===== config.mk =====
export PLATFORM = sky130hd
export DESIGN_NAME = mtg_twist_temper
export DESIGN_NICKNAME = d
export VERILOG_FILES = /design/src/hw/rtl/mtg_pkg.sv /design/src/hw/rtl/mtg_twist_temper.sv
export SDC_FILE = /design/constraint.sdc
export NUM_CORES = 1
export LEC_CHECK = 0
export BUFFER_PORTS_ARGS = -buffer_cell sky130_fd_sc_hd__buf_4
export CAP_MARGIN = 40
export CORE_ASPECT_RATIO = 0.75
export CORE_MARGIN = 1.5
export CORE_UTILIZATION = 29
export DETAILED_ROUTE_END_ITERATION = 8
export PLACE_DENSITY = 0.8
export SYNTH_ARGS = -nofsm -noshare
export SYNTH_HDL_FRONTEND = slang
export SYNTH_SLANG_ARGS = --single-unit

===== constraint.sdc =====
create_clock -name vclk -period 2.25
set_clock_uncertainty 0.2 [all_clocks]
set_input_delay 0.45 -clock vclk [all_inputs]
set_output_delay 0.45 -clock vclk [all_outputs]
set_load 0.01 [all_outputs]

===== src/hw/rtl/mtg_pkg.sv =====
// Package: constants of the Mersenne Twister generator.
package mtg_pkg;
  localparam int unsigned STATE_WORDS_DEF = 624;
  localparam int unsigned TAP_OFFSET_DEF  = 397;

  localparam logic [31:0] INIT_MULT    = 32'd1812433253;
  localparam logic [31:0] UPPER_MASK   = 32'h8000_0000;
  localparam logic [31:0] LOWER_MASK   = 32'h7FFF_FFFF;
  localparam logic [31:0] MATRIX_CONST = 32'h9908_B0DF;
  localparam logic [31:0] TEMPER_B     = 32'h9D2C_5680;
  localparam logic [31:0] TEMPER_C     = 32'hEFC6_0000;
  localparam logic [31:0] RESET_SEED   = 32'd5489;

  typedef logic [31:0] word_t;
endpackage


===== src/hw/rtl/mtg_twist_temper.sv =====
// Per-word twist of the oldest chain words and tempering of the new word.
module mtg_twist_temper (
  input  mtg_pkg::word_t w_cur,
  input  mtg_pkg::word_t w_nxt,
  input  mtg_pkg::word_t w_tap,
  output mtg_pkg::word_t new_word,
  output mtg_pkg::word_t tempered
);
  import mtg_pkg::*;

  word_t x;
  word_t t1;
  word_t t2;
  word_t t3;

  always_comb begin
    x        = (w_cur & UPPER_MASK) | (w_nxt & LOWER_MASK);
    new_word = w_tap ^ (x >> 1) ^ (w_nxt[0] ? MATRIX_CONST : '0);
    t1       = new_word ^ (new_word >> 11);
    t2       = t1 ^ ((t1 << 7) & TEMPER_B);
    t3       = t2 ^ ((t2 << 15) & TEMPER_C);
    tempered = t3 ^ (t3 >> 18);
  end
endmodule


# After elaboration in Yosys (flattened, before gate mapping)
# Index checks and enable logic that the tools add are counted.
# W data, S select, Z words.
# totals
wordCells	8
register_bits	0
# classes
muxes	1
bitwise_logic	7
# ops
op	n
$xor A32 B32 Y32	3
$mux W32	1
$or A32 B31 Y32	1
$xor A32 B14 Y32	1
$xor A32 B21 Y32	1
$xor A32 B31 Y32	1

# Depth between registers and ports, before layout
# logic_depth
depth_word	7
depth_mapped	5
ltp_nobuf	4

# Worst setup path after synthesis
# Ideal clock, no wire load.
# synth_timing
path_kind	input-to-output
from	input port w_nxt[17]
to	output port tempered[9]
path_buffers	0
t_arrival_ns	1.911
required_ns	1.600
slack_ns	-0.311
stages	4
cell_sequence	xor2_1 xnor2_1 xnor3_1 xnor2_1
# synth_between
elab_chain_len	7
# synth_lines
element	line	source
start, declared	mtg_twist_temper.sv:4	input mtg_pkg::word_t w_nxt,
$or A32 B31 Y32	mtg_twist_temper.sv:17	x = (w_cur & UPPER_MASK) | (w_nxt & LOWER_MASK);
$xor A32 B31 Y32	mtg_twist_temper.sv:18	new_word = w_tap ^ (x >> 1) ^ (w_nxt[0] ? MATRIX_CONST : '0);
$xor A32 B32 Y32	mtg_twist_temper.sv:18	
$xor A32 B21 Y32	mtg_twist_temper.sv:19	t1 = new_word ^ (new_word >> 11);
$xor A32 B32 Y32	mtg_twist_temper.sv:20	t2 = t1 ^ ((t1 << 7) & TEMPER_B);
$xor A32 B32 Y32	mtg_twist_temper.sv:21	t3 = t2 ^ ((t2 << 15) & TEMPER_C);
$xor A32 B14 Y32	mtg_twist_temper.sv:22	tempered = t3 ^ (t3 >> 18);
end, declared	mtg_twist_temper.sv:7	output mtg_pkg::word_t tempered
# No other way between the ends.

# Worst setup path in the final report
# layout_timing
from	input port w_tap[19]
to	output port tempered[5]
# layout_between
elab_chain_len	6
# layout_lines
element	line	source
start, declared	mtg_twist_temper.sv:5	input mtg_pkg::word_t w_tap,
$xor A32 B31 Y32	mtg_twist_temper.sv:18	
$xor A32 B32 Y32	mtg_twist_temper.sv:18	
$xor A32 B21 Y32	mtg_twist_temper.sv:19	
$xor A32 B32 Y32	mtg_twist_temper.sv:20	
$xor A32 B32 Y32	mtg_twist_temper.sv:21	
$xor A32 B14 Y32	mtg_twist_temper.sv:22	
# No other way between the ends.

==> flow_metrics.py <==
metrics = {
    "worst_setup_path": {
        "path_buf_inv": 3,
        "cp_top_family": "XOR/XNOR gates",
        "worstPathMaxFanout": 2,
        "crit_cells": 7,
        "cp-startpoint": "w_tap[19]",
        "crit_required_ps": 1600,
        "arrival_ps": 1850,
        "worst_setup_path_end_kind": "output port",
        "cp_slowest_stage_delay_ps": 450,
        "setup.worst_path.start_class": "input port",
        "path_cells": "buf_6 > xor3_2 > xor2_2 > buf_4 > xor2_4 > xnor2_1 > buf_4",
        "crit_type": "input port to output port",
        "slowest_stage": "xor3_2",
        "endpoint": "tempered[5]",
        "cpMostUsedCell": "buf_4",
    },
    "global_routing": {
        "use_met1": 0.2536,
        "grt.total_usage": 0.2316,
        "grt_pass1_vias": 1591,
        "grt_overflow_total": 0,
        "met2_usage": 0.4783,
        "grt_pass1_wl_mm": 7.686,
        "antenna_found_initial": 0,
        "grt_max_degree": 7,
        "use_met3": 0.03887,
        "top_usage_layer": "met2",
    },
    "place": {
        "place_congestion": 0.6568,
        "postPlaceCellArea_sq_um": 2708,
        "numPlacedInstances": 331,
        "io_buffer_count": 128,
        "dp_hpwl_mm": 3.441,
    },
    "yosys": {
        "synthAdderAreaFrac": 0,
        "netlist_instances": 112,
        "synthTopCellsByCount": "xnor2_1, xor2_1, inv_1, xnor3_1",
        "ys_seq_area_frac": 0,
        "synth-simple-area-share": 0,
        "synth.area.mux_share": 0,
        "synth_compound_area_frac": 0,
        "synth.top_cell.area_share": 0.4033,
        "synth_top_area_cell": "xnor2_1",
        "yosys-top-cells-area": "xnor2_1, xor2_1, xnor3_1",
        "ys_types": 12,
        "mappedNetlistArea_sq_um": 1151,
        "avgSynthCellArea_sq_um": 10.28,
        "synth_fp_nets": 208,
        "ys_warn_count": 0,
        "synth_xor_area_frac": 0.9598,
        "synth_top_family_by_area": "XOR/XNOR gates",
        "yosys.cell_count.top_type": "xnor2_1",
    },
    "die": {
        "die_h_microns": 57.56,
        "start_util": 0.3084,
        "core-area_sq_um": 3732,
        "die_area_sq_um": 4360,
        "placement_rows": 19,
        "ios": 160,
        "die_w_microns": 75.75,
    },
    "route": {
        "drt-initial-drc-count": 42,
        "postRouteAntennaNets": 0,
        "drt_wl_total_mm": 6.267,
        "drc": 0,
        "wl_per_cell_microns": 18.17,
        "viasPerCell": 4.406,
        "drt-pass1-iter-count": 4,
        "num_vias": 1520,
    },
    "timing": {
        "setup_ws_ps": -251.0,
        "fin_crit_ps": 2501,
        "report.final.slew_viol_count": 0,
        "hold_slack_ps": 1034,
        "rsz0062_at_grt": "true",
        "setup_violations": 23,
        "fin_crit_sh": 1.112,
        "worst_pin_slew_ps": 474.3,
        "fmax_mhz": 399.8,
        "hold_viol_final": 0,
        "slew_headroom": 0.6827,
    },
    "power_and_ir_drop": {
        "p_sw_w": 0.001053,
        "pwr-share-seq": 0,
        "total_leakage_power_nw": 1.649,
        "p_comb_frac": 1.000,
        "power.total_w": 0.002454,
        "peakVddDrop_v": 0.0004513,
        "power_density_nw_per_um2": 724.9,
        "pwr-share-clk": 0,
        "p_int_w": 0.001401,
        "swShare": 0.4290,
    },
    "layout": {
        "areaGrowthSynthToFinish_pct": 194.1,
        "clkbuf_count": 0,
        "final_cell_area_sq_um": 3386,
        "instances_no_fill": 345,
        "ff_latch_area_sq_um": 0,
        "seq_cells": 0,
        "final_layout_size_suffix_gt1_frac": 0.8430,
        "antenna_cells": 0,
        "final_nets": 391,
        "final_core_util": 0.9071,
    },
    "hold_path": {
        "hold_depth": 3,
        "min-delay-path-class": "input port to output port",
    },
    "run": {
        "drv_cap": 0,
    },
    "clock_tree": {
        "post_cts_hold_buffer_count": 0,
    },
    "status": {
        "failed_checks": "negative setup slack",
        "status": "complete, but fails checks",
    },
}
power by group through the flow:
| stage | combinational [W] | sequential, W | clock [W] |
|---|---|---|---|
| floorplan | 0.00101 | 0 | 0 |
| global placement | 0.00195 | 0 | 0 |
| detailed placement | 0.00198 | 0 | 0 |
| CTS | 0.00223 | 0 | 0 |
| global route | 0.00258 | 0 | 0 |
| finish | 0.00245 | 0 | 0 |
worst min-delay path by stage:
stage	endpoint	slack, ps	startpoint
floorplan	new_word[29]	760	w_tap[29]
global placement	new_word[9]	1010	w_tap[9]
detailed placement	new_word[9]	1020	w_tap[9]
CTS	new_word[9]	1030	w_tap[9]
global route	new_word[9]	1050	w_tap[9]
finish	new_word[9]	1030	w_tap[9]
timing repair:
item / 4_1_cts / 5_1_grt
setup buffers: 16 / 5
endpoints found under the setup margin: 23 / 27
pin swaps: 25 / 20
gates resized for setup: 55 / 37
cell usage in the layout, fill, tap and decap left out:
cell type	netlist	routed
buf_12	0	1
buf_4	0	151
buf_6	1	25
buf_8	0	6
inv_1	8	8
xnor2_1	53	26
xnor2_2	1	14
xnor2_4	0	14
xnor3_1	7	2
xnor3_2	1	6
xor2_1	34	10
xor2_2	1	15
xor2_4	2	12
xor3_2	2	3
final cells by class:
type	count	area, sq um
inverters	8	30.03
multi-input cells	102	1765
fillers	145	346.6
repair buffers	183	1525
well taps	52	65.06
kinds of logic after synthesis:
logic type | count (synthesis)
buffers and inverters | 10
XOR/XNOR | 102
routing by layer:
layer / vias to the layer above / part of all wire
met3: 10 / 0.077
met5: - / 0
li1: 679 / -
met1: 742 / 0.33
met2: 89 / 0.57
met4: 0 / 0.019
metrics by stage:
| step | worst slack, ps | TNS (ps) |
|---|---|---|
| final | -251.0 | -3275 |
| after global routing | -317.4 | -4415 |
| after CTS | -235.6 | -2686 |
| after detailed placement | -368.3 | -3616 |
| after global placement | -349.9 | -3260 |
| after floorplan | -117.8 | -399.8 |
(Power assumes the default switching activity.)
