### config.mk
export PLATFORM = sky130hd
export DESIGN_NAME = mtg_seeder
export DESIGN_NICKNAME = d
export VERILOG_FILES = /design/src/hw/rtl/mtg_pkg.sv /design/src/hw/rtl/mtg_seeder.sv
export SDC_FILE = /design/constraint.sdc
export NUM_CORES = 1
export LEC_CHECK = 0
export ABC_AREA = 1
export ABC_CLOCK_PERIOD_IN_PS = 12400
export BUFFER_PORTS_ARGS = -buffer_cell sky130_fd_sc_hd__clkbuf_2
export CAP_MARGIN = 20
export CORE_ASPECT_RATIO = 0.75
export CORE_MARGIN = 4
export CORE_UTILIZATION = 35
export DETAILED_ROUTE_END_ITERATION = 10
export GPL_TIMING_DRIVEN = 1
export PLACE_DENSITY_LB_ADDON = 0.3
export SETUP_SLACK_MARGIN = 0.3
export SLEW_MARGIN = 5
export SYNTH_ARGS = -nofsm -noshare
export SYNTH_HDL_FRONTEND = slang
export SYNTH_SLANG_ARGS = --single-unit
### constraint.sdc
create_clock -name vclk -period 12.4
set_input_delay 1.86 -clock vclk [all_inputs]
set_output_delay 1.86 -clock vclk [all_outputs]
set_load 0.03 [all_outputs]
### src/hw/rtl/mtg_pkg.sv
// Package: constants of the Mersenne Twister generator.
package mtg_pkg;
  localparam int unsigned STATE_WORDS_DEF = 624;
  localparam int unsigned TAP_OFFSET_DEF  = 397;

  localparam logic [31:0] INIT_MULT    = 32'd1812433253;
  localparam logic [31:0] UPPER_MASK   = 32'h8000_0000;
  localparam logic [31:0] LOWER_MASK   = 32'h7FFF_FFFF;
  localparam logic [31:0] MATRIX_CONST = 32'h9908_B0DF;
  localparam logic [31:0] TEMPER_B     = 32'h9D2C_5680;
  localparam logic [31:0] TEMPER_C     = 32'hEFC6_0000;
  localparam logic [31:0] RESET_SEED   = 32'd5489;

  typedef logic [31:0] word_t;
endpackage

### src/hw/rtl/mtg_seeder.sv
// Seeding recurrence: next init word from the current one and its index.
module mtg_seeder #(
  parameter int unsigned IDX_W = 10
) (
  input  mtg_pkg::word_t   s,
  input  logic [IDX_W-1:0] idx,
  output mtg_pkg::word_t   s_next
);
  import mtg_pkg::*;

  word_t mixed;

  assign mixed  = s ^ (s >> 30);
  assign s_next = INIT_MULT * mixed + (32'(idx) + 32'd1);
endmodule

# ---- Yosys cells after proc, flatten, opt, wreduce, memory -nomap -nowiden
# Index checks and enable logic that the tools add are counted.
# Widths: inputs -> output; s select.
dict set report totals {
  reg_bits 0
  latch_bits 0
  mem_bits_rw 0
  rom_bits 0
  in_bits 42
  out_inout_bits 32
  wordCells 4
  memories 0
}
dict set report op_classes {
  add_sub_neg 2
  multipliers 1
  div_mod_pow 0
  order_cmp 0
  eq_ne 0
  n_shift 0
  mux 0
  n_bitwise 1
  n_reduce_logical 0
}
# cell count
set op_table {}
lappend op_table {{$add 32x32->32} 1}
lappend op_table {{$mul 31x32->32 const A} 1}
lappend op_table {{$xor 32x2->32} 1}
lappend op_table {{$add 10x1->11 const B} 1}

# ---- Depth between registers and ports, before layout
# Gate-level depths: netlist (run 1).
dict set report logic_depth {
  word_depth 3
  ltp_mapped 27
  depth_no_buf 27
}

# ---- Worst setup path after synthesis (run 1)
# OpenSTA, ideal clock, no wires.
dict set report synth_path {
  kind {input to output}
  startpoint {in s[1]}
  endpoint {out s_next[29]}
  arrival_time_ps 7402
  t_required_ps 10540
  setup_slack_ps 3138
  cell_stages 22
  n_path_buf 0
  path_cell_list {xnor2_1 -> xnor2_1 -> inv_1 -> ha_1 -> or2_2 -> ha_1 -> fa_1 -> ha_1 -> fa_1 -> fa_1 -> fa_1 -> inv_1 -> fa_1 -> inv_1 -> ha_1 -> a21oi_1 -> o21ai_0 -> a21oi_1 -> nand3_2 -> nand3_1 -> nand2_1 -> xor2_1}
}
dict set report synth_via {
  elab_chain_cells 3
}
# element line
set synth_rtl {}
lappend synth_rtl {{start, declared} mtg_seeder.sv:5} ;# input mtg_pkg::word_t s,
lappend synth_rtl {{$xor 32x2->32} mtg_seeder.sv:13} ;# assign mixed = s ^ (s >> 30);
lappend synth_rtl {{$mul 31x32->32} mtg_seeder.sv:14} ;# assign s_next = INIT_MULT * mixed + (32'(idx) + 32'd1);
lappend synth_rtl {{$add 32x32->32} mtg_seeder.sv:14}
lappend synth_rtl {{end, declared} mtg_seeder.sv:7} ;# output mtg_pkg::word_t s_next
# No other way between the ends.

# ---- Worst setup path after layout (run 1)
dict set report layout_path {
  startpoint {in s[31]}
  endpoint {out s_next[25]}
}
# The elaborated chain is that of the path after synthesis.

==> results.ini, run 1 <==
[outcome]
status = completed

[die]
row_count = 50
floorplan.initialDensity_pct = 36.0
die_height_um = 147
pin_count = 74
chipWidth_um = 194
die_area_um2 = 28600
coreArea_um2 = 25200

[cells_and_area]
clkbuf_count = 0
layout.nets = 1578
final_cell_mix = inv_1 (324), ha_1 (237), fa_1 (153), nand2_1 (145), clkbuf_2 (74)
multi_input_area_um2 = 7850
fill_cells = 2576
nFlopsAndLatches = 0
syn_to_final_growth_pct = 8.74
layout.cells.most_common = inv_1
antenna_cells = 0
regArea_um2 = 0
drive_gt1_share_pct = 8.30

[sta]
hold_violations = 0
finalCritPeriodShare_pct = 80.6
drv_slew = 0
min_period_ns = 9.99
setup_violations = 0
worstMarginPinSlew_ns = 0.562
grt_setup_unrepaired = false
fmax_mhz = 100
setup_tns_ns = 0
slew_headroom_pct = 62.2

[detailed_routing]
routed_wl_mm = 22.4
drc_errors = 0
num_vias = 6869
ant_nets = 0
first_pass_iters = 4
vias_per_cell = 4.63
drt-initial-drc-count = 256
routedWlPerCell_um = 15.1

[logic_synthesis]
synth_top_area_share_pct = 33.8
netlist_area_um2 = 9070
ys_top_cells_by_area = fa_1 (34%), ha_1 (33%), inv_1 (13%)
netlist_instances = 1070
yosysWarnings = 0
synth_top_cell_by_area = fa_1
syn_nets = 1502
syn-mean-instance-area_um2 = 8.48
seq_area_frac_synth_pct = 0
post_synth_num_cell_types = 35

[global_routing]
gr-usage-all-layers_pct = 15.8
grt_pass1_vias = 7037
antenna_found_initial = 0
grt_remaining_overflow = 0
grt_pass1_wl_mm = 37.1
grt_max_degree = 11

[placed_design]
hpwl_mm = 20.7
io_buffer_count = 74
gp_congestion = 0.909

[critical_path]
arrival_ns = 8.13
crit_type = in -> out
crit_fanout = 5
cp_data_required_time_ns = 10.54
cp-start-kind = primary input
endpoint_kind = primary output

[clock_tree]
cts_hold_buf = 0
post_cts_buffers = 0
post_cts_resized = 0

[min_path]
hold_end = s_next[0]
holdCritStartpoint = idx[0]
min_path_type = in -> out
hold_depth = 4

[flow_run]
cap_violations = 0

-- worst max-delay path by stage --
stage | cells after the start | end | from
after global routing | 25 | s_next[31] | s[31]
final | 23 | s_next[25] | s[31]
after floorplan | 22 | s_next[29] | s[1]
after detailed placement | 25 | s_next[31] | s[31]
after CTS | 25 | s_next[31] | s[31]
after global placement | 24 | s_next[29] | s[31]
-- cell families after synthesis --
kind of cell,count (synthesis),synth area share [%]
compound gates,68,4.41
simple gates,244,11.6
fa+ha+maj,390,66.5
buf+inv,326,13.5
xor+xnor,42,4.06
-- synth_stat cells --
cell,n
and3b_1,1
and2_1,1
nand3_2,2
nand2_1,145
xor2_1,29
nor3_2,1
nor3b_1,1
fa_1,153
nor3_1,5
nand3_1,34
inv_1,324
nand3b_1,1
inv_2,1
ha_1,237
nor4_1,1
o21ai_2,1
nor2_1,32
a21o_1,4
nand2_2,6
a21o_2,1
nand4_1,10
a31oi_1,2
nor2_2,2
a21boi_2,1
o21ai_0,14
or2_2,2
o211ai_2,1
o31ai_1,1
a21oi_2,3
o21bai_1,3
xnor2_1,13
o21a_1,2
clkinv_1,1
a21oi_1,32
o21ai_1,3
-- routing by layer --
layer	GRT usage, %	routed length, um	vias up	share of wire (%)
met5	0	0	-	0
met1	24.7	11800	3345	52
met2	25.1	9870	89	44
met4	1.30	201	0	0.90
met3	0.911	591	10	2.6
li1	-	-	3425	-
-- worst max-delay path, cell delays in order --
cell	delay (ns)
clkbuf_2	0.10
xnor2_1	0.46
xnor2_1	0.18
inv_1	0.18
ha_1	0.23
or2_2	0.30
ha_1	0.29
fa_1	0.44
ha_1	0.21
fa_1	0.55
fa_1	0.43
fa_1	0.55
inv_1	0.05
fa_1	0.53
inv_1	0.05
ha_1	0.35
a21oi_1	0.22
o21ai_0	0.11
a21oi_1	0.19
nand3_2	0.17
a21oi_1	0.28
xnor2_1	0.16
clkbuf_2	0.23
-- area by class of cell --
class / count / share of cell area, %
multi-input combinational: 744 / 79.6
inverter: 326 / 12.4
tap: 338 / 4.29
timing repair buffer: 74 / 3.75
-- per-stage QoR --
| stage | std cells | hold slack [ns] | setup slack (ns) | cell area (um2) | utilization (%) |
|---|---|---|---|---|---|
| 2_1_floorplan | 1070 | 4.04 | 3.14 | 9070 | - |
| 3_3_place_gp | 1482 | 4.21 | 2.42 | 9860 | 39.1 |
| 3_5_place_dp | 1482 | 4.20 | 2.31 | 9860 | 39.1 |
| 4_1_cts | 1482 | 4.20 | 2.30 | 9860 | 39.1 |
| 5_1_grt | 1482 | 4.22 | 1.87 | 9860 | 39.1 |
| 6_report | 1482 | 4.19 | 2.41 | 9860 | 39.1 |
Power of run 1 is left out: the tool's default activity adds up to more than one toggle a clock period on the data nets, which glitch-free logic cannot reach.
==> run 2, diff against run 1 <==
--- a/config.mk
+++ b/config.mk
@@ -6,7 +6,7 @@
 export NUM_CORES = 1
 export LEC_CHECK = 0
 export ABC_AREA = 1
-export ABC_CLOCK_PERIOD_IN_PS = 12400
+export ABC_CLOCK_PERIOD_IN_PS = 8400
 export BUFFER_PORTS_ARGS = -buffer_cell sky130_fd_sc_hd__clkbuf_2
 export CAP_MARGIN = 20
 export CORE_ASPECT_RATIO = 0.75
==> constraint.sdc (replaced) <==
create_clock -name vclk -period 8.4
set_input_delay 1.26 -clock vclk [all_inputs]
set_output_delay 1.26 -clock vclk [all_outputs]
set_load 0.03 [all_outputs]
==> run 2 against run 1 <==
- die area unchanged
- core utilization increased by 5.0 points
- first-iteration DRC count increased by 32%
- sequential cell count unchanged
- worst hold slack got worse by 1.2 ns
- worst setup slack got worse by 1.9 ns
- sequential share of layout area unchanged
- critical path type unchanged
==> results.ini, run 2 (synthesis gave the netlist of run 1 again) <==
[cells_and_area]
fin_cells = 1542
regArea_um2 = 0
final_core_util_pct = 44.1
layout.cells.most_common = inv_1
antenna_cells = 0
final_cell_mix = inv_1 (309), ha_1 (201), fa_1 (149), nand2_1 (129), buf_4 (66)
drive_gt1_share_pct = 21.8
syn_to_final_growth_pct = 22.6
clkbuf_count = 0
stdcell_area_um2 = 11100
fill_cells = 2493
layout.nets = 1638
nFlopsAndLatches = 0

[min_path]
min_path_type = in -> out

[sta]
worstMarginPinSlew_ns = 0.369
setup_violations = 0
slew_headroom_pct = 75.1
drv_slew = 0
hold_violations = 0
timing.hold.ws_ns = 2.99
finalCritPeriodShare_pct = 94.5
fmax_mhz = 126
grt_setup_unrepaired = false
min_period_ns = 7.93

[critical_path]
critPathTopFamily = adder cells
crit_fanout = 6
crit_type = in -> out
arrival_ns = 6.67
cp_data_required_time_ns = 7.14
path_buf_inv = 6
slowest_stage = fa_1
slowest_delay_ns = 0.62
path_common_cell = fa_1
endpoint_kind = primary output
cp_cell_sequence = clkbuf_4, ha_1, ha_1, fa_1, inv_1, fa_1, inv_1, fa_1, fa_2, fa_1, fa_1, ha_4, a21oi_1, o21ai_1, inv_1, o21ai_1, nand2_1, nand3_4, inv_1, nand3_1, nand2_2, buf_8
cp-start-kind = primary input

[die]
row_count = 50
chipWidth_um = 194
pin_count = 74
coreArea_um2 = 25200
die_height_um = 147
die_area_um2 = 28600
floorplan.initialDensity_pct = 36.0

[placed_design]
io_buffer_count = 74
hpwl_mm = 21.6
dp_cells = 1533
placed_area_um2 = 10200
gp_congestion = 0.893

[outcome]
status = completed

[global_routing]
antenna_found_initial = 0
gr-usage-all-layers_pct = 16.5
grt_max_degree = 10
grt_remaining_overflow = 0
grt_pass1_vias = 7242
grt_pass1_wl_mm = 38.3

[detailed_routing]
ant_nets = 0
vias_per_cell = 4.64
num_vias = 7150
routedWlPerCell_um = 15.7
drc_errors = 0
routed_wl_mm = 24.3
drt-initial-drc-count = 338
first_pass_iters = 4

[flow_run]
cap_violations = 0

-- run 2: repair_timing --
action / in CTS / in global routing
resized for setup: 53 / 140
setup endpoints to repair: 13 / 14
buffers inserted: 6 / 3
pin swaps: 21 / 65
hold buffers: 0 / 0
-- run 2: path summary, 6_finish.rpt --
kind | end | startpoint | cells past startpoint | slack [ns]
setup / recovery | s_next[31] | s[17] | 22 | 0.47
hold / removal | s_next[0] | idx[0] | 4 | 2.99
-- run 2: final cells by class --
cell class         count  area [um2]  area share (%)
multi-input cells    744        8560            76.9
repair buffers       134         918            8.26
well taps            338         423            3.80
inverters            326        1230            11.0
-- run 2: per-stage QoR --
step | worst slack [ns] | TNS, ns
after floorplan | 0.338 | 0
after global placement | 0.00855 | 0
after detailed placement | -0.0824 | -0.104
after CTS | 0.287 | 0
after global routing | 0.270 | 0
final | 0.466 | 0
-- run 2: metal layers --
| layer | global-route usage, % | up-vias | routed length [um] |
|---|---|---|---|
| met5 | 0 | - | 0 |
| met3 | 1.71 | 17 | 1290 |
| met1 | 26.0 | 3420 | 12200 |
| met2 | 25.1 | 162 | 10500 |
| li1 | - | 3551 | - |
| met4 | 1.79 | 0 | 284 |
-- run 2: tightest hold or removal path: cells and delay by family --
| kind | cells | cell delay, ns |
|---|---|---|
| buffers and inverters | 3 | 0.34 |
| adders and majority gates | 1 | 0.12 |
Power of run 2 is left out for the same reason.
