`config.mk`:
```
export PLATFORM = sky130hd
export DESIGN_NAME = mtg_cell
export DESIGN_NICKNAME = d
export VERILOG_FILES = /design/src/hw/rtl/mtg_pkg.sv /design/src/hw/rtl/mtg_cell.sv
export SDC_FILE = /design/constraint.sdc
export NUM_CORES = 1
export LEC_CHECK = 0
export BUFFER_PORTS_ARGS = -buffer_cell sky130_fd_sc_hd__buf_2
export CELL_PAD_IN_SITES_DETAIL_PLACEMENT = 1
export CELL_PAD_IN_SITES_GLOBAL_PLACEMENT = 1
export CORE_ASPECT_RATIO = 1.1
export CORE_MARGIN = 2
export CORE_UTILIZATION = 25
export CTS_CLUSTER_DIAMETER = 80
export DETAILED_ROUTE_END_ITERATION = 7
export PLACE_DENSITY = 0.75
export SLEW_MARGIN = 20
export SYNTH_ARGS = -nofsm -noshare
export SYNTH_HDL_FRONTEND = slang
export SYNTH_SLANG_ARGS = --single-unit
```
`constraint.sdc`:
```
create_clock -name clk -period 0.8 [get_ports clk]
set_clock_uncertainty 0.1 [all_clocks]
set_input_delay 0.08 -clock clk [delete_from_list [all_inputs] [get_ports clk]]
set_output_delay 0.08 -clock clk [all_outputs]
set_load 0.05 [all_outputs]
```
`src/hw/rtl/mtg_pkg.sv`:
```
// Package: constants of the Mersenne Twister generator.
package mtg_pkg;
  localparam int unsigned STATE_WORDS_DEF = 624;
  localparam int unsigned TAP_OFFSET_DEF  = 397;

  localparam logic [31:0] INIT_MULT    = 32'd1812433253;
  localparam logic [31:0] UPPER_MASK   = 32'h8000_0000;
  localparam logic [31:0] LOWER_MASK   = 32'h7FFF_FFFF;
  localparam logic [31:0] MATRIX_CONST = 32'h9908_B0DF;
  localparam logic [31:0] TEMPER_B     = 32'h9D2C_5680;
  localparam logic [31:0] TEMPER_C     = 32'hEFC6_0000;
  localparam logic [31:0] RESET_SEED   = 32'd5489;

  typedef logic [31:0] word_t;
endpackage

```
`src/hw/rtl/mtg_cell.sv`:
```
// One state word of the shift chain; loads its upstream neighbor on shift.
module mtg_cell (
  input  logic           clk,
  input  logic           shift,
  input  mtg_pkg::word_t d,
  output mtg_pkg::word_t q
);
  import mtg_pkg::*;

  word_t word_r;

  always_ff @(posedge clk) begin
    if (shift) begin
      word_r <= d;
    end
  end

  assign q = word_r;
endmodule

```
======== After elaboration in Yosys (flattened, before gate mapping) ========
Index checks and enable logic that the tools add are counted.
word-level totals
  register bits ........................... 32
  output and inout port bits .............. 32
  word-level logic and storage cells ...... 1

======== Depth between registers and ports, before layout ========
Gate-level depths: netlist (run 1).
  depth after elaboration ................. 0
  depth in mapped cells ................... 0
  depth with buffers taken out ............ 0

======== Worst setup path after synthesis (run 1) ========
No wires, ideal clock.
  path type ............................... register to output
  from .................................... register word_r[0] (netlist: q[0])
  to ...................................... output q[0]
  data arrival time ....................... 601 ps
  path slack .............................. 19 ps
  cell stages (with the launch flop) ...... 1
  cells stage by stage .................... edfxtp_1
RTL lines
  what                    RTL line        source
  start, declared         mtg_cell.sv:10  word_t word_r;
  start signal, assigned  mtg_cell.sv:14  word_r <= d;
  end, declared           mtg_cell.sv:6   output mtg_pkg::word_t q
No word-level cell between the ends.

======== Worst setup path after layout (run 1) ========
  from .................................... register word_r[0] (netlist: q[0])
  to ...................................... output q[0]
No word-level cell between the ends.

==> results of run 1 <==
-- repair_timing --
item                                   in CTS  in global routing
setup endpoints to repair                  32                 50
endpoints found under the hold margin      32                  0
pin swaps                                   0                  0
hold buffers                               32                  0
gates resized for setup                    64                 13
-- cells by family after synthesis --
| logic type | Yosys count |
|---|---|
| DFF | 32 |
-- worst paths after layout --
check,from,endpoint,slack (ns)
setup / recovery,q[0]$_DFFE_PP_,q[0],-0.23
hold / removal,d[3],q[3]$_DFFE_PP_,0.06
-- layout by cell type (no fill, tap or decap), drive strengths merged --
cell / netlist / layout
dlymetal6s4s: 0 / 13
edfxtp: 32 / 32
clkinv: 0 / 3
buf: 0 / 62
dlygate4sd3: 0 / 19
clkbuf: 0 / 5
-- Yosys cell counts --
| cell | instances |
|---|---|
| edfxtp_1 | 32 |
-- power by group through the flow --
| stage | logic, W | clock network (W) | registers [W] |
|---|---|---|---|
| final | 0.000995 | 0.00115 | 0.00206 |
| after global routing | 0.00103 | 0.00126 | 0.00207 |
| after CTS | 0.000993 | 0.00120 | 0.00206 |
| after detailed placement | 0.000720 | 0 | 0.00206 |
| after global placement | 0.000708 | 0 | 0.00205 |
| after floorplan | 0 | 0 | 0.00253 |
-- layout make-up --
class / count / area, µm² / share of cell area [%]
clock buffer: 5 / 68.8 / 3.44
sequential: 32 / 961 / 48.1
timing repair buffer: 94 / 893 / 44.7
clock inverter: 3 / 13.8 / 0.688
tap: 50 / 62.6 / 3.13
-- layer usage --
layer  vias to the layer above  track usage, %
met4                         0            5.19
met3                         5            4.40
met1                       332            10.7
met2                        29            28.4
li1                        329               -
met5                         -               0
-- per-stage QoR --
stage / util (%) / area (µm²) / instances
3_5_place_dp: 38.0 / 1390 / 149
2_1_floorplan: - / 961 / 32
5_1_grt: 54.7 / 2000 / 184
6_report: 54.7 / 2000 / 184
4_1_cts: 54.5 / 1990 / 189
3_3_place_gp: 38.0 / 1390 / 149
==> flow_summary_export.csv, run 1 <==
group,metric,value,unit
status,outcome,"finished, violations left",
status,violations,"negative setup slack",
finish,final_nets,167,
worst_setup_path,crit_fanout,1,
sta,fin_setup_tns,-6.62,ns
flow_run,maxCapViolations,0,
pwr,clockPowerShare,27.3,%
detailed_routing,via_per_inst,3.78,
detailed_routing,drtPass1Iterations,4,
yosys,ys_seq_area_share,100,%
floorplanning,core_area,3650,µm²
yosys,synth_top_area_share,100,%
yosys,synth_area_leaders,"edfxtp_1 100%",
sta,hold_viol,0,
pwr,p_sw_share,28.5,%
yosys,avgSynthCellArea,30.0,µm²
pwr,p_seq_share,49.0,%
worst_setup_path,slowest_stage,"edfxtp_1",
floorplanning,die_w,63.1,µm
yosys,yosys_warnings,0,
worst_setup_path,crit_family,"flip-flops",
cts,cts.path.max_buffers,2,
sta,max_freq,972,MHz
worst_setup_path,cp_num_buf_inv,1,
yosys,synth-seq-cells,32,
worst_setup_path,path_cells,"buf_6",
global_routing,grt_usage,13.5,%
sta,worst_slew_pin_slew,0.115,ns
placed_design,port_buffers,65,
detailed_routing,routed_wl,2620,µm
pwr,p_leak,0.930,nW
worst_setup_path,crit_path_max_incr_delay,0.40,ns
finish,nMultiInputCombCells,0,
detailed_routing,drc,0,
worst_setup_path,crit_cells,1,
floorplanning,die-area,4360,µm²
yosys,synth_fa_ha_area_share,0,%
sta,min_period,1.03,ns
yosys,syn-num-nets,66,
placed_design,dp_worst_setup_slack,0.00565,ns
pwr,power_density,2100,nW/µm²
global_routing,grt_max_degree,18,
hold_path,whs_path_depth,2,
worst_setup_path,start_kind,"register",
finish,areaGrowthSynthToFinish,108,%
worst_setup_path,crit_type,"reg -> out",
global_routing,grt-ovfl-total,0,
cts,clkTransAtPathRegs,0.07,ns
yosys,synthMuxAreaShare,0,%
detailed_routing,drtIter0Drc,3,
global_routing,antenna_found_initial,0,
sta,slew_viol_final,0,
sta,setup_slack,-0.228,ns
detailed_routing,top_layer_used,"met4",
yosys,yosysTopAreaCell,"edfxtp_1",
yosys,synth_compound_area_share,0,%
cts,numCtsBuffers,5,
detailed_routing,ant_nets,0,
yosys,netlist_area,961,µm²
sta,finalSetupViolCount,34,
sta,timing.hold.ws,0.0598,ns
pwr,p_total,0.00420,W
pwr,combPwrFrac,23.7,%
cts,tritoncts,"built",
finish,multi_input_area,0,µm²
finish,drive_gt1_share,51.5,%
worst_setup_path,cp-end-kind,"primary output",
worst_setup_path,required,0.62,ns
placed_design,gp_congestion,0.641,
detailed_routing,avgRoutedWirePerCell,14.2,µm
worst_setup_path,worstPathArrival,0.85,ns
cts,htree_levels,2,
detailed_routing,dr_wl_met2,1710,µm
detailed_routing,vias,695,
hold_path,hold_class,"in -> reg",
pwr,p_int,0.00300,W
detailed_routing,wl_met1,738,µm
cts,post_cts_buffers,0,
yosys,synth_xor_area_share,0,%
sta,rsz0062_at_grt,"yes",
sta,finalCritPeriodShare,129,%
yosys,synth.distinct_cells,1,
finish,fillCellCount,361,
global_routing,grt_pass1_wl,4190,µm
yosys,synthCells,32,
pwr,switching_power,0.00120,W
floorplanning,pin_count,66,
floorplanning,start_util,26.3,%
yosys,synth-simple-area-share,0,%
cts,clockRootBuffer,"clkbuf_8",
detailed_routing,met3WireLength,133,µm
floorplanning,fp.dieH,69.0,µm
global_routing,grt_pass1_vias,859,
floorplanning,row_count,23,
finish,largest_reg_flops,32,
finish,n_antenna_cell,0,
cts,cts_sinks,32,
pwr,ir_drop,0.000958,V
sta,maxSlewHeadroom,92.4,%
Note: power is estimated with default switching activity, not from simulation.
==> run 2, diff against run 1 <==
--- a/config.mk
+++ b/config.mk
@@ -13,7 +13,7 @@
 export CORE_UTILIZATION = 25
 export CTS_CLUSTER_DIAMETER = 80
 export DETAILED_ROUTE_END_ITERATION = 7
-export PLACE_DENSITY = 0.75
+export PLACE_DENSITY_LB_ADDON = 0.1
 export SLEW_MARGIN = 20
 export SYNTH_ARGS = -nofsm -noshare
 export SYNTH_HDL_FRONTEND = slang
==> flow_summary_export.csv, run 2 (synthesized netlist as in run 1, its figures left out) <==
group,metric,value,unit
floorplanning,die-area,4360,µm²
worst_setup_path,slowest_stage,"edfxtp_1",
worst_setup_path,crit_cells,1,
worst_setup_path,start_kind,"register",
pwr,combPwrFrac,23.6,%
pwr,p_seq_share,50.0,%
flow_run,maxCapViolations,0,
finish,areaGrowthSynthToFinish,102,%
detailed_routing,drc,0,
global_routing,grt_pass1_wl,3790,µm
hold_path,hold_class,"in -> reg",
cts,clkTransAtPathRegs,0.06,ns
floorplanning,core_area,3650,µm²
placed_design,dpl_cell_area,1390,µm²
detailed_routing,via_per_inst,3.82,
floorplanning,fp.dieH,69.0,µm
worst_setup_path,crit_family,"flip-flops",
global_routing,grt_max_degree,20,
cts,tritoncts,"built",
worst_setup_path,cp-end-kind,"primary output",
sta,rsz0062_at_grt,"yes",
worst_setup_path,required,0.62,ns
worst_setup_path,path_cells,"buf_6",
status,violations,"negative setup slack",
floorplanning,start_util,26.3,%
cts,htree_levels,2,
sta,slew_viol_final,0,
sta,worst_slew_pin_slew,0.114,ns
floorplanning,die_w,63.1,µm
sta,setup_slack,-0.218,ns
finish,fillCellCount,345,
global_routing,met1_usage,13.1,%
worst_setup_path,cp_num_buf_inv,1,
placed_design,port_buffers,65,
cts,cts_sinks,32,
detailed_routing,routed_wl,2290,µm
finish,mostFrequentLayoutCells,"32 x buf_6, 32 x edfxtp_1, 24 x dlygate4sd3_1",
sta,finalCritPeriodShare,127,%
sta,finalSetupViolCount,33,
worst_setup_path,crit_path_max_incr_delay,0.39,ns
global_routing,gr-usage-met2,18.6,%
detailed_routing,avgRoutedWirePerCell,13.0,µm
placed_design,gp_congestion,0.611,
cts,numCtsBuffers,5,
status,outcome,"finished, violations left",
finish,nMultiInputCombCells,0,
worst_setup_path,crit_type,"reg -> out",
pwr,p_sw_share,27.8,%
finish,design_area,1950,µm²
sta,min_period,1.02,ns
floorplanning,row_count,23,
cts,clockRootBuffer,"clkbuf_8",
finish,largest_reg_flops,32,
pwr,p_leak,0.852,nW
hold_path,whs_path_depth,2,
cts,post_cts_buffers,0,
global_routing,grt-busiest-layer,"met2",
finish,n_antenna_cell,0,
placed_design,placed_cells,149,
global_routing,gr-usage-met3,4.89,%
global_routing,antenna_found_initial,0,
pwr,ir_drop,0.00118,V
sta,maxSlewHeadroom,92.4,%
finish,drive_gt1_share,47.6,%
floorplanning,pin_count,66,
global_routing,grt_usage,11.7,%
sta,timing.hold.ws,0.0558,ns
finish,final_nets,160,
detailed_routing,drtPass1Iterations,4,
pwr,switching_power,0.00114,W
sta,max_freq,982,MHz
worst_setup_path,crit_fanout,1,
detailed_routing,ant_nets,0,
finish,multi_input_area,0,µm²
detailed_routing,drtIter0Drc,6,
worst_setup_path,worstPathArrival,0.84,ns
global_routing,grt_pass1_vias,771,
pwr,p_int,0.00297,W
pwr,clockPowerShare,26.3,%
cts,cts.path.max_buffers,2,
pwr,power_density,2110,nW/µm²
sta,hold_viol,0,
finish,final_cells,176,
global_routing,grt-ovfl-total,0,
detailed_routing,vias,673,
==> run 2: final cells by class <==
class,count,area [µm²],share of cell area (%)
repair buffers,87,846,43.5
clock buffers,5,68.8,3.54
clock inverters,2,7.51,0.386
flip-flops and latches,32,961,49.4
well taps,50,62.6,3.22
==> run 2: power by group through the flow <==
stage	clock, W	combinational [W]	sequential (W)
floorplan	0	0	0.00253
global placement	0	0.000718	0.00205
detailed placement	0	0.000722	0.00206
CTS	0.00113	0.000995	0.00206
global route	0.00120	0.00101	0.00207
finish	0.00108	0.000973	0.00206
==> run 2: path summary, 6_finish.rpt <==
kind                   startpoint  slack [ns]              to
setup / recovery  q[22]$_DFFE_PP_       -0.22           q[22]
hold / removal               d[2]        0.06  q[2]$_DFFE_PP_
==> run 2: metrics by stage <==
stage / worst slack (ns) / utilization [%] / TNS, ns / total power [W]
3_5_place_dp: 0.000725 / 38.0 / 0 / 0.00278
2_1_floorplan: 0.0194 / - / 0 / 0.00253
4_1_cts: -0.232 / 54.3 / -6.80 / 0.00418
6_report: -0.218 / 53.2 / -6.45 / 0.00411
3_3_place_gp: 0.0101 / 38.0 / 0 / 0.00277
5_1_grt: -0.266 / 53.2 / -7.51 / 0.00429
==> run 2: per-layer routing <==
layer | wire length (µm) | vias to the layer above
met5 | 0 | -
met4 | 42 | 0
met3 | 254 | 6
met2 | 1070 | 51
met1 | 929 | 301
li1 | - | 315
==> run 2: repair_timing <==
item	CTS	global route
gates resized for setup	64	8
cloned	0	0
endpoints found under the setup margin	32	52
hold buffers	32	0
endpoints found under the hold margin	32	0
